### config.mk
export PLATFORM = sky130hd
export DESIGN_NAME = touch_event_decode_rotate_scale
export DESIGN_NICKNAME = d
export VERILOG_FILES = /design/src/design/tedrs_pkg.sv /design/src/design/tedrs_div.sv /design/src/design/tedrs_dp.sv /design/src/design/tedrs_ctrl.sv /design/src/design/touch_event_decode_rotate_scale.sv
export SDC_FILE = /design/constraint.sdc
export NUM_CORES = 2
export LEC_CHECK = 0
export ABC_AREA = 0
export BUFFER_PORTS_ARGS = -buffer_cell sky130_fd_sc_hd__buf_2
export CORE_UTILIZATION = 45
export CTS_BUF_LIST = sky130_fd_sc_hd__clkbuf_16
export CTS_CLUSTER_SIZE = 40
export DETAILED_ROUTE_END_ITERATION = 7
export PLACE_DENSITY = 0.6
export SYNTH_ARGS = -nofsm -noshare
export SYNTH_HDL_FRONTEND = slang
export SYNTH_SLANG_ARGS = --single-unit
export TNS_END_PERCENT = 10
### constraint.sdc
create_clock -name clock -period 21.6 [get_ports clock]
set_clock_uncertainty 0.05 [all_clocks]
set_input_delay 4.32 -clock clock [delete_from_list [all_inputs] [get_ports clock]]
set_output_delay 4.32 -clock clock [all_outputs]
set_load 0.05 [all_outputs]
### src/design/tedrs_pkg.sv
// shared types and constants for the touch event decoder
// no dependencies; imported by every module of the block

package tedrs_pkg;

   // event codes
   localparam logic [15:0] EVT_SYNC    = 16'd0;
   localparam logic [15:0] EVT_KEY     = 16'd1;
   localparam logic [15:0] EVT_ABS     = 16'd3;
   localparam logic [15:0] CODE_TOUCH  = 16'd330;
   localparam logic [15:0] CODE_AXIS_X = 16'd0;
   localparam logic [15:0] CODE_AXIS_Y = 16'd1;

   // emitted point kinds
   localparam logic KIND_PRESS   = 1'b0;
   localparam logic KIND_RELEASE = 1'b1;

   // configuration port
   localparam int CSR_INDEX_W = 3;
   localparam int CSR_DATA_W  = 16;
   localparam logic [CSR_INDEX_W-1:0] REG_ROTATION  = 3'd0;
   localparam logic [CSR_INDEX_W-1:0] REG_SCREEN_W  = 3'd1;
   localparam logic [CSR_INDEX_W-1:0] REG_SCREEN_H  = 3'd2;
   localparam logic [CSR_INDEX_W-1:0] REG_RAW_X_MIN = 3'd3;
   localparam logic [CSR_INDEX_W-1:0] REG_RAW_X_MAX = 3'd4;
   localparam logic [CSR_INDEX_W-1:0] REG_RAW_Y_MIN = 3'd5;
   localparam logic [CSR_INDEX_W-1:0] REG_RAW_Y_MAX = 3'd6;

   // rotation codes
   localparam logic [1:0] ROT_0   = 2'd0;
   localparam logic [1:0] ROT_90  = 2'd1;
   localparam logic [1:0] ROT_180 = 2'd2;
   localparam logic [1:0] ROT_270 = 2'd3;

   // register reset values
   localparam logic [1:0]         RST_ROTATION  = 2'd0;
   localparam logic [13:0]        RST_SCREEN_W  = 14'd800;
   localparam logic [13:0]        RST_SCREEN_H  = 14'd480;
   localparam logic signed [15:0] RST_RAW_MIN   = 16'sd0;
   localparam logic signed [15:0] RST_RAW_MAX   = 16'sd4095;

   // datapath widths
   localparam int SCREEN_W   = 14;
   localparam int SIZE_W     = SCREEN_W + 1;      // screen size as a signed operand
   localparam int RAW_W      = 16;
   localparam int SPAN_W     = RAW_W + 1;         // max - min
   localparam int HELD_W     = 32;
   localparam int COORD_W    = HELD_W + 2;        // size - held - 1 without wrap
   localparam int PROD_W     = SIZE_W + COORD_W;
   localparam int DIVIDEND_W = PROD_W - 1;        // magnitude of the product
   localparam int DIVISOR_W  = SPAN_W - 1;        // magnitude of the span
   localparam int POS_W      = 32;

   // shift-subtract divider: bits retired per cycle, iteration count and its counter width
   localparam int DIV_STEPS_PER_CYCLE = 2;
   localparam int DIV_CYCLES  = DIVIDEND_W / DIV_STEPS_PER_CYCLE;
   localparam int DIV_COUNT_W = $clog2(DIV_CYCLES);

   typedef struct packed {
      logic [15:0]        ev_type;
      logic [15:0]        ev_code;
      logic signed [31:0] ev_value;
   } req_payload_type;

   typedef struct packed {
      logic               touch_kind;
      logic signed [31:0] pos_x;
      logic signed [31:0] pos_y;
   } rsp_payload_type;

   // controller to datapath
   typedef struct packed {
      logic latch_x;
      logic latch_y;
      logic rot_load;
      logic mul_load;
      logic div_init;
      logic div_step;
      logic rsp_load;
      logic kind;
   } dp_cmd_type;

   // datapath to controller
   typedef struct packed {
      logic is_key_touch;
      logic key_down;
      logic is_abs_x;
      logic is_abs_y;
      logic is_sync;
      logic rsp_free;
   } dp_status_type;

endpackage

### src/design/tedrs_div.sv
// unsigned shift-subtract divider, a few quotient bits per cycle
// depends on tedrs_pkg for widths and steps per cycle

module tedrs_div import tedrs_pkg::*; (
   input  logic                  clock,
   input  logic                  init,
   input  logic                  step,
   input  logic [DIVIDEND_W-1:0] dividend,
   input  logic [DIVISOR_W-1:0]  divisor,
   output logic [POS_W-1:0]      quotient
);

   logic [DIVISOR_W-1:0]  rem_ff, rem_in;
   logic [DIVIDEND_W-1:0] num_ff, num_in;
   logic [DIVISOR_W-1:0]  div_ff;

   // num shifts out dividend bits at the top and takes quotient bits at the bottom
   always_comb begin
      logic [DIVISOR_W:0]    trial;
      logic [DIVISOR_W-1:0]  r;
      logic [DIVIDEND_W-1:0] n;
      r = rem_ff;
      n = num_ff;
      for (int i = 0; i < DIV_STEPS_PER_CYCLE; i++) begin
         trial = {r, n[DIVIDEND_W-1]};
         if (trial >= {1'b0, div_ff}) begin
            trial = trial - {1'b0, div_ff};
            n = {n[DIVIDEND_W-2:0], 1'b1};
         end else begin
            n = {n[DIVIDEND_W-2:0], 1'b0};
         end
         r = trial[DIVISOR_W-1:0];
      end
      rem_in = r;
      num_in = n;
   end

   always_ff @(posedge clock) begin
      if (init) begin
         rem_ff <= '0;
         num_ff <= dividend;
         div_ff <= divisor;
      end else if (step) begin
         rem_ff <= rem_in;
         num_ff <= num_in;
      end
   end

   assign quotient = num_ff[POS_W-1:0];

endmodule

### src/design/tedrs_dp.sv
// datapath: config registers, held coordinates, rotation, multiply,
// two divider lanes and the result register; uses tedrs_pkg and tedrs_div

module tedrs_dp import tedrs_pkg::*; (
   input  logic                   clock,
   input  logic                   reset,
   input  logic                   csr_write_en,
   input  logic [CSR_INDEX_W-1:0] csr_index,
   input  logic [CSR_DATA_W-1:0]  csr_data,
   input  req_payload_type        req_payload,
   input  logic                   rsp_stall,
   output logic                   rsp_valid,
   output rsp_payload_type        rsp_payload,
   input  dp_cmd_type             cmd,
   output dp_status_type          status
);

   logic [1:0]               rotation_ff;
   logic [SCREEN_W-1:0]      width_ff, height_ff;
   logic signed [RAW_W-1:0]  x_min_ff, x_max_ff, y_min_ff, y_max_ff;
   logic signed [HELD_W-1:0] held_x_ff, held_y_ff;

   logic signed [COORD_W-1:0] cx_ff, cy_ff, cx_in, cy_in;
   logic signed [SPAN_W-1:0]  sx_ff, sy_ff, sx_in, sy_in;
   logic signed [PROD_W-1:0]  prod_x_ff, prod_y_ff;
   logic signed [SIZE_W-1:0]  size_x, size_y;
   logic [PROD_W-1:0]         mag_x, mag_y;
   logic [SPAN_W-1:0]         dmag_x, dmag_y;
   logic                      neg_x_ff, neg_y_ff, zero_x_ff, zero_y_ff;
   logic [POS_W-1:0]          q_x, q_y, pos_x_in, pos_y_in;
   logic                      rsp_valid_ff;
   rsp_payload_type           rsp_payload_ff;

   // config registers
   always_ff @(posedge clock) begin
      if (reset) begin
         rotation_ff <= RST_ROTATION;
         width_ff    <= RST_SCREEN_W;
         height_ff   <= RST_SCREEN_H;
         x_min_ff    <= RST_RAW_MIN;
         x_max_ff    <= RST_RAW_MAX;
         y_min_ff    <= RST_RAW_MIN;
         y_max_ff    <= RST_RAW_MAX;
      end else if (csr_write_en) begin
         unique case (csr_index)
            REG_ROTATION:  rotation_ff <= csr_data[1:0];
            REG_SCREEN_W:  width_ff    <= csr_data[SCREEN_W-1:0];
            REG_SCREEN_H:  height_ff   <= csr_data[SCREEN_W-1:0];
            REG_RAW_X_MIN: x_min_ff    <= $signed(csr_data);
            REG_RAW_X_MAX: x_max_ff    <= $signed(csr_data);
            REG_RAW_Y_MIN: y_min_ff    <= $signed(csr_data);
            REG_RAW_Y_MAX: y_max_ff    <= $signed(csr_data);
            default: ;
         endcase
      end
   end

   // event decode
   always_comb begin
      status.is_key_touch = (req_payload.ev_type == EVT_KEY)
                            && (req_payload.ev_code == CODE_TOUCH);
      status.key_down     = (req_payload.ev_value != '0);
      status.is_abs_x     = (req_payload.ev_type == EVT_ABS)
                            && (req_payload.ev_code == CODE_AXIS_X);
      status.is_abs_y     = (req_payload.ev_type == EVT_ABS)
                            && (req_payload.ev_code == CODE_AXIS_Y);
      status.is_sync      = (req_payload.ev_type == EVT_SYNC);
      status.rsp_free     = !rsp_valid_ff || !rsp_stall;
   end

   // held raw coordinates
   always_ff @(posedge clock) begin
      if (reset) begin
         held_x_ff <= '0;
         held_y_ff <= '0;
      end else begin
         if (cmd.latch_x) held_x_ff <= req_payload.ev_value;
         if (cmd.latch_y) held_y_ff <= req_payload.ev_value;
      end
   end

   // rotation by quarter turns
   always_comb begin
      logic signed [COORD_W-1:0] hx, hy, wz, hz;
      logic signed [SPAN_W-1:0]  span_x, span_y;
      hx = {{(COORD_W-HELD_W){held_x_ff[HELD_W-1]}}, held_x_ff};
      hy = {{(COORD_W-HELD_W){held_y_ff[HELD_W-1]}}, held_y_ff};
      wz = $signed({{(COORD_W-SCREEN_W){1'b0}}, width_ff});
      hz = $signed({{(COORD_W-SCREEN_W){1'b0}}, height_ff});
      span_x = $signed({x_max_ff[RAW_W-1], x_max_ff}) - $signed({x_min_ff[RAW_W-1], x_min_ff});
      span_y = $signed({y_max_ff[RAW_W-1], y_max_ff}) - $signed({y_min_ff[RAW_W-1], y_min_ff});
      unique case (rotation_ff)
         ROT_90: begin
            cx_in = hy;
            cy_in = hz - hx - COORD_W'(1);
            sx_in = span_y;
            sy_in = span_x;
         end
         ROT_180: begin
            cx_in = wz - hx - COORD_W'(1);
            cy_in = hz - hy - COORD_W'(1);
            sx_in = span_x;
            sy_in = span_y;
         end
         ROT_270: begin
            cx_in = wz - hy - COORD_W'(1);
            cy_in = hx;
            sx_in = span_y;
            sy_in = span_x;
         end
         default: begin
            cx_in = hx;
            cy_in = hy;
            sx_in = span_x;
            sy_in = span_y;
         end
      endcase
   end

   assign size_x = $signed({1'b0, width_ff});
   assign size_y = $signed({1'b0, height_ff});

   // magnitudes for the unsigned divider
   assign mag_x  = prod_x_ff[PROD_W-1] ? (~prod_x_ff + 1'b1) : prod_x_ff;
   assign mag_y  = prod_y_ff[PROD_W-1] ? (~prod_y_ff + 1'b1) : prod_y_ff;
   assign dmag_x = sx_ff[SPAN_W-1] ? (~sx_ff + 1'b1) : sx_ff;
   assign dmag_y = sy_ff[SPAN_W-1] ? (~sy_ff + 1'b1) : sy_ff;

   always_ff @(posedge clock) begin
      if (cmd.rot_load) begin
         cx_ff <= cx_in;
         cy_ff <= cy_in;
         sx_ff <= sx_in;
         sy_ff <= sy_in;
      end
      if (cmd.mul_load) begin
         prod_x_ff <= size_x * cx_ff;
         prod_y_ff <= size_y * cy_ff;
      end
      if (cmd.div_init) begin
         neg_x_ff  <= prod_x_ff[PROD_W-1] ^ sx_ff[SPAN_W-1];
         neg_y_ff  <= prod_y_ff[PROD_W-1] ^ sy_ff[SPAN_W-1];
         zero_x_ff <= (sx_ff == '0);
         zero_y_ff <= (sy_ff == '0);
      end
   end

   tedrs_div u_div_x (
      .clock    (clock),
      .init     (cmd.div_init),
      .step     (cmd.div_step),
      .dividend (mag_x[DIVIDEND_W-1:0]),
      .divisor  (dmag_x[DIVISOR_W-1:0]),
      .quotient (q_x)
   );

   tedrs_div u_div_y (
      .clock    (clock),
      .init     (cmd.div_init),
      .step     (cmd.div_step),
      .dividend (mag_y[DIVIDEND_W-1:0]),
      .divisor  (dmag_y[DIVISOR_W-1:0]),
      .quotient (q_y)
   );

   // sign fix, zero span gives zero
   always_comb begin
      if (zero_x_ff)     pos_x_in = '0;
      else if (neg_x_ff) pos_x_in = ~q_x + 1'b1;
      else               pos_x_in = q_x;
      if (zero_y_ff)     pos_y_in = '0;
      else if (neg_y_ff) pos_y_in = ~q_y + 1'b1;
      else               pos_y_in = q_y;
   end

   // result register
   always_ff @(posedge clock) begin
      if (reset) begin
         rsp_valid_ff <= 1'b0;
      end else if (cmd.rsp_load) begin
         rsp_valid_ff <= 1'b1;
      end else if (!rsp_stall) begin
         rsp_valid_ff <= 1'b0;
      end
   end

   always_ff @(posedge clock) begin
      if (cmd.rsp_load) begin
         rsp_payload_ff.touch_kind <= cmd.kind;
         rsp_payload_ff.pos_x      <= $signed(pos_x_in);
         rsp_payload_ff.pos_y      <= $signed(pos_y_in);
      end
   end

   assign rsp_valid   = rsp_valid_ff;
   assign rsp_payload = rsp_payload_ff;

endmodule

### src/design/tedrs_ctrl.sv
// controller: touch mode state machine and point computation sequencer
// depends on tedrs_pkg for command and status structs

module tedrs_ctrl import tedrs_pkg::*; (
   input  logic          clock,
   input  logic          reset,
   input  logic          req_valid,
   output logic          req_stall,
   input  dp_status_type status,
   output dp_cmd_type    cmd
);

   typedef enum logic [2:0] {
      S_IDLE, S_ROT, S_MUL, S_INIT, S_DIV, S_OUT
   } state_type;

   typedef enum logic [1:0] {
      MODE_IDLE, MODE_PRESS, MODE_MOVE, MODE_RELEASE
   } mode_type;

   state_type              state_ff, state_in;
   mode_type               mode_ff, mode_in;
   logic                   kind_ff, kind_in;
   logic [DIV_COUNT_W-1:0] count_ff, count_in;
   logic                   accept;

   assign req_stall = (state_ff != S_IDLE);
   assign accept    = req_valid && !req_stall;

   always_comb begin
      cmd          = '0;
      cmd.latch_x  = accept && status.is_abs_x && (mode_ff == MODE_PRESS);
      cmd.latch_y  = accept && status.is_abs_y && (mode_ff == MODE_PRESS);
      cmd.rot_load = (state_ff == S_ROT);
      cmd.mul_load = (state_ff == S_MUL);
      cmd.div_init = (state_ff == S_INIT);
      cmd.div_step = (state_ff == S_DIV);
      cmd.rsp_load = (state_ff == S_OUT) && status.rsp_free;
      cmd.kind     = kind_ff;
   end

   always_comb begin
      state_in = state_ff;
      mode_in  = mode_ff;
      kind_in  = kind_ff;
      count_in = count_ff;
      unique case (state_ff)
         S_IDLE: begin
            if (accept) begin
               if (status.is_key_touch) begin
                  mode_in = status.key_down ? MODE_PRESS : MODE_RELEASE;
               end else if (status.is_sync && (mode_ff == MODE_PRESS)) begin
                  mode_in  = MODE_MOVE;
                  kind_in  = KIND_PRESS;
                  state_in = S_ROT;
               end else if (status.is_sync && (mode_ff == MODE_RELEASE)) begin
                  mode_in  = MODE_IDLE;
                  kind_in  = KIND_RELEASE;
                  state_in = S_ROT;
               end
            end
         end
         S_ROT:  state_in = S_MUL;
         S_MUL:  state_in = S_INIT;
         S_INIT: begin
            count_in = '0;
            state_in = S_DIV;
         end
         S_DIV: begin
            if (count_ff == DIV_COUNT_W'(DIV_CYCLES - 1)) begin
               state_in = S_OUT;
            end else begin
               count_in = count_ff + 1'b1;
            end
         end
         S_OUT: begin
            if (status.rsp_free) state_in = S_IDLE;
         end
         default: state_in = S_IDLE;
      endcase
   end

   always_ff @(posedge clock) begin
      if (reset) begin
         state_ff <= S_IDLE;
         mode_ff  <= MODE_IDLE;
         kind_ff  <= KIND_PRESS;
         count_ff <= '0;
      end else begin
         state_ff <= state_in;
         mode_ff  <= mode_in;
         kind_ff  <= kind_in;
         count_ff <= count_in;
      end
   end

endmodule

### src/design/touch_event_decode_rotate_scale.sv
// touch event decoder: key, axis and sync events in, rotated and scaled points out
// sequence: key, axis and ignored events give no beat; a sync that emits a point goes
// through rotate, multiply, divider init, divide and output states to the result register;
// the shift-subtract divider takes 48 quotient bits, 2 per cycle, x and y lanes side by side
// throughput: one event per cycle, but none is taken while a point is computed or waits
// reset: synchronous, clears touch mode, held coordinates and result valid, config defaults

module touch_event_decode_rotate_scale import tedrs_pkg::*; (
   input  logic                   clock,
   input  logic                   reset,
   // configuration writes
   input  logic                   csr_write_en,
   input  logic [CSR_INDEX_W-1:0] csr_index,
   input  logic [CSR_DATA_W-1:0]  csr_data,
   // event input
   input  logic                   req_valid,
   output logic                   req_stall,
   input  req_payload_type        req_payload,
   // point output
   output logic                   rsp_valid,
   input  logic                   rsp_stall,
   output rsp_payload_type        rsp_payload
);

   // command and status between sequencer and datapath
   dp_cmd_type    cmd;
   dp_status_type status;

   // touch mode and computation sequencing
   tedrs_ctrl u_ctrl (
      .clock     (clock),
      .reset     (reset),
      .req_valid (req_valid),
      .req_stall (req_stall),
      .status    (status),
      .cmd       (cmd)
   );

   // config, held coordinates, rotate, multiply, divide, result register
   tedrs_dp u_dp (
      .clock        (clock),
      .reset        (reset),
      .csr_write_en (csr_write_en),
      .csr_index    (csr_index),
      .csr_data     (csr_data),
      .req_payload  (req_payload),
      .rsp_stall    (rsp_stall),
      .rsp_valid    (rsp_valid),
      .rsp_payload  (rsp_payload),
      .cmd          (cmd),
      .status       (status)
   );

   // result register only loads when it is empty or draining
   assert property (@(posedge clock) disable iff (reset)
      cmd.rsp_load |-> status.rsp_free)
      else $error("result loaded over a waiting beat");

   // rotation stage is always followed by the multiply stage
   assert property (@(posedge clock) disable iff (reset)
      cmd.rot_load |=> cmd.mul_load)
      else $error("multiply stage skipped");

   // held coordinates never change while a point is being divided
   assert property (@(posedge clock) disable iff (reset)
      cmd.div_step |-> !(cmd.latch_x || cmd.latch_y))
      else $error("coordinate latched during divide");

   // a new result beat only appears after a result load
   assert property (@(posedge clock) disable iff (reset)
      $rose(rsp_valid) |-> $past(cmd.rsp_load))
      else $error("result valid without a load");

endmodule

==> metrics <==
setup slack, reg-to-reg=14.17 ns; Max-Cap Viols=0; setup violators final=0; final wirelength=185700 um; clk root buf=clkbuf_16; first-pass GRT wire length=293700 um; worst relative slew slack=26.20%; Netlist Area Pre-Place=68290 sq um; CTS Buffer Depth=3; unique cell type count in the Yosys netlist=90; met1 Use GR=36.14%; top-count cell post-synth=inv_1; CTS Buf Count=72; Worst EP required=21.95 ns; dominant cells by area after synthesis=fa_1 26%, edfxtp_1 17%, ha_1 6.6%; IO Port Bufs=154; final instance area=73270 sq um; CTS Hold Buffers Added=0; Syn Inst Count=7465; htree depth=3; Setup CP Type=register to register; Post-Layout Cell Count=9480; M3 GR Usage=4.249%; Nets=8723; DR vias/cell=5.395; Reg-to-Reg End=u_dp.prod_x_ff[48]; Die Ht=391.6 um; Overall Power=6.628 mW; Least-Margin Pin Slew=1.103 ns; unrepaired setup endpoints after global routing=no; sequential share of power=23.7%; Seq cells post-synth=599; cells along the critical path=and2_1 -> fa_1 -> inv_1 -> fa_1 -> inv_1 -> fa_1 -> fa_1 -> fa_1 -> inv_1 -> fa_1 -> inv_1 -> ha_1 -> a21o_1 -> a21o_1 -> a2111oi_0 -> nor3_1 -> a211oi_1 -> o21ba_2 -> o21ai_0 -> a31o_2 -> a21oi_1 -> xnor2_1; gp weighted congestion=0.9287; final worst path period share=34.42%; Layout area overhead=7.291%; combinational share of power=57.0%; vias in the first global route=51.69k; Reg2Reg Launch Point=u_dp.cx_ff[12]; status=completed; Critical Path End Type=register; Post-synth EDFFs=397; gr ovfl total=0; switching part of the total power=44.05%; Final Hold Fails=0; count of clock tree sinks=599; I/O pins=155; Post-synth ARST share=0%; CTS tree=built; synthesized area per cell=9.148 sq um; Critical Path Fanout Max=14; DP Wirelength=143600 um; Ys Warns=0; min Tclk post-route=7.434 ns; Die ar.=153300 sq um; Crit path top cell by count=fa_1; DRT Pass-1 Iters=6; R2R cell count=22; Worst path slowest cell=edfxtp_1; Pleak=32.65 nW; top achievable clock speed=134.5 MHz; met2 Use GR=37.46%; post-CTS setup buffers=0; Final Slew Violations=0; Hold Path Sink=u_dp.y_min_ff[7]; clock power share=19.3%; post-placement cell count=9342; hold path startpoint=u_dp.y_min_ff[7]; placed cell area=70780 sq um; Hold Path Depth=2; Die X=391.6 um; CP max stage delay=0.60 ns; Internal Power=3.708 mW; Post-synth top cells=1098 x inv_1, 1000 x nand2_1, 876 x fa_1; Core Rows=142; startpoint types=register; syn nets=8788; worst path arrival time=7.78 ns; Synth area leader=fa_1; Initial Utilization=45.43%; via count=51.14k; initial antenna violation count=8; Remaining DRCs=0; clk slew on worst S/H paths=0.06 ns; Post-DRT Antenna Nets=0; drt wl/cell=19.59 um; Psw=2.920 mW; Hold/Removal Path Class=register to register; area share of the largest cell type after synthesis=25.68%; share of layout cells above drive strength 1=5.630%; post-synthesis sequential area ratio=23.38%; most used routing layer=met2; setup TNS after final layout=0 ns; clk_lat worst skew=0.67 ns; Main synth FF type=edfxtp_1; core box area=150300 sq um; Iteration-0 DRC Markers=4206; VDD IR-drop max=0.08026 mV; GRT Overall Usage=24.50%; pin count of the biggest net entering global routing=96; post-CTS sizing=0; Power per Cell Area=90.47 nW/um^2
-- how the worst max path moves through the flow --
| stage | start | endpoint | slack [ns] |
|---|---|---|---|
| after detailed placement | u_dp.cx_ff[11] | u_dp.prod_x_ff[39] | 14.20 |
| after global placement | u_dp.cx_ff[12] | u_dp.prod_x_ff[46] | 14.17 |
| final | u_dp.cx_ff[12] | u_dp.prod_x_ff[48] | 14.17 |
| after CTS | u_dp.cx_ff[12] | u_dp.prod_x_ff[48] | 14.16 |
| after global routing | u_dp.width_ff[7] | u_dp.prod_x_ff[39] | 13.75 |
| after floorplan | u_ctrl.state_ff[0] | u_dp.cx_ff[0] | 12.86 |
-- cells in the final DEF, fill, tap and decap left out, types with 58 or more instances in the layout --
cell type,count
dfxtp_1,202
mux2i_1,162
edfxtp_1,397
nand3_1,69
buf_2,153
buf_4,58
fa_1,876
a21oi_1,269
o31ai_1,61
nand2_1,1000
nor2_1,346
ha_1,356
nor3_1,90
o21ai_0,321
xnor2_1,218
inv_1,1113
clkbuf_16,79
a21o_1,87
and2_1,578
xor2_1,231
-- area by class of cell --
class	instances	area, sq um
fillers	14304	77040
inverters	1099	4128
diodes	4	10.01
flip-flops and latches	599	15970
multi-input cells	5417	46960
clock inverters	55	503.0
repair buffers	211	1201
clock buffers	79	1977
well taps	2016	2522
-- sequential cells by signal, indices dropped and copies added, names as in the netlist, 16 cells and up --
signal,cells
u_dp.sy_ff,17
u_dp.u_div_y.rem_ff,16
u_dp.u_div_x.rem_ff,16
u_dp.u_div_x.num_ff,48
u_dp.x_min_ff,16
u_dp.x_max_ff,16
u_dp.held_y_ff,32
u_dp.prod_y_ff,49
u_dp.y_min_ff,16
u_dp.held_x_ff,32
u_dp.rsp_payload,65
u_dp.u_div_y.div_ff,16
u_dp.sx_ff,17
u_dp.cy_ff,34
u_dp.u_div_x.div_ff,16
u_dp.prod_x_ff,49
u_dp.y_max_ff,16
u_dp.u_div_y.num_ff,48
u_dp.cx_ff,34
-- logic make-up (layout without fill, tap and decap cells) --
| kind of cell | count (synthesis) | count (layout) | share of synthesized area (%) |
|---|---|---|---|
| flip-flops | 599 | 599 | 23.38 |
| other | 0 | 4 | 0 |
| buffers and inverters | 1449 | 1444 | 7.983 |
| AO/OA/AOI/OAI | 1077 | 1077 | 10.05 |
| multiplexers | 192 | 192 | 2.869 |
| XOR/XNOR | 449 | 449 | 5.759 |
| AND/OR/NAND/NOR | 2464 | 2464 | 17.70 |
| adder cells (fa/ha/maj) | 1235 | 1235 | 32.26 |
-- layer usage --
layer | share of wire [%] | vias to the layer above
met3 | 6.9 | 227
met4 | 2.1 | 2
li1 | - | 24060
met1 | 48 | 25264
met2 | 43 | 1589
met5 | 0.0065 | -
-- power groups by stage --
stage / combinational [mW] / sequential [mW] / clock (mW)
finish: 3.78 / 1.57 / 1.28
global route: 4.25 / 1.58 / 1.35
CTS: 3.77 / 1.57 / 1.31
detailed placement: 3.74 / 1.59 / 0
global placement: 3.71 / 1.59 / 0
floorplan: 2.73 / 1.54 / 0
-- metrics by stage --
stage	setup slack [ns]	hold WS, ns	utilization [%]
after CTS	14.16	0.4061	48.74
after global routing	13.75	0.4199	48.74
after global placement	14.17	0.3916	47.09
after detailed placement	14.20	0.3977	47.09
after floorplan	12.86	0.3576	-
final	14.17	0.4054	48.74
-- critical path: cells and delay by family (launching register included) --
family	cells	cell delay [ns]
fa+ha+maj	7	3.48
xor+xnor	1	0.07
simple gates	2	0.42
compound gates	8	2.31
flops	1	0.60
buf+inv	4	0.22
(Power assumes the default switching activity.)
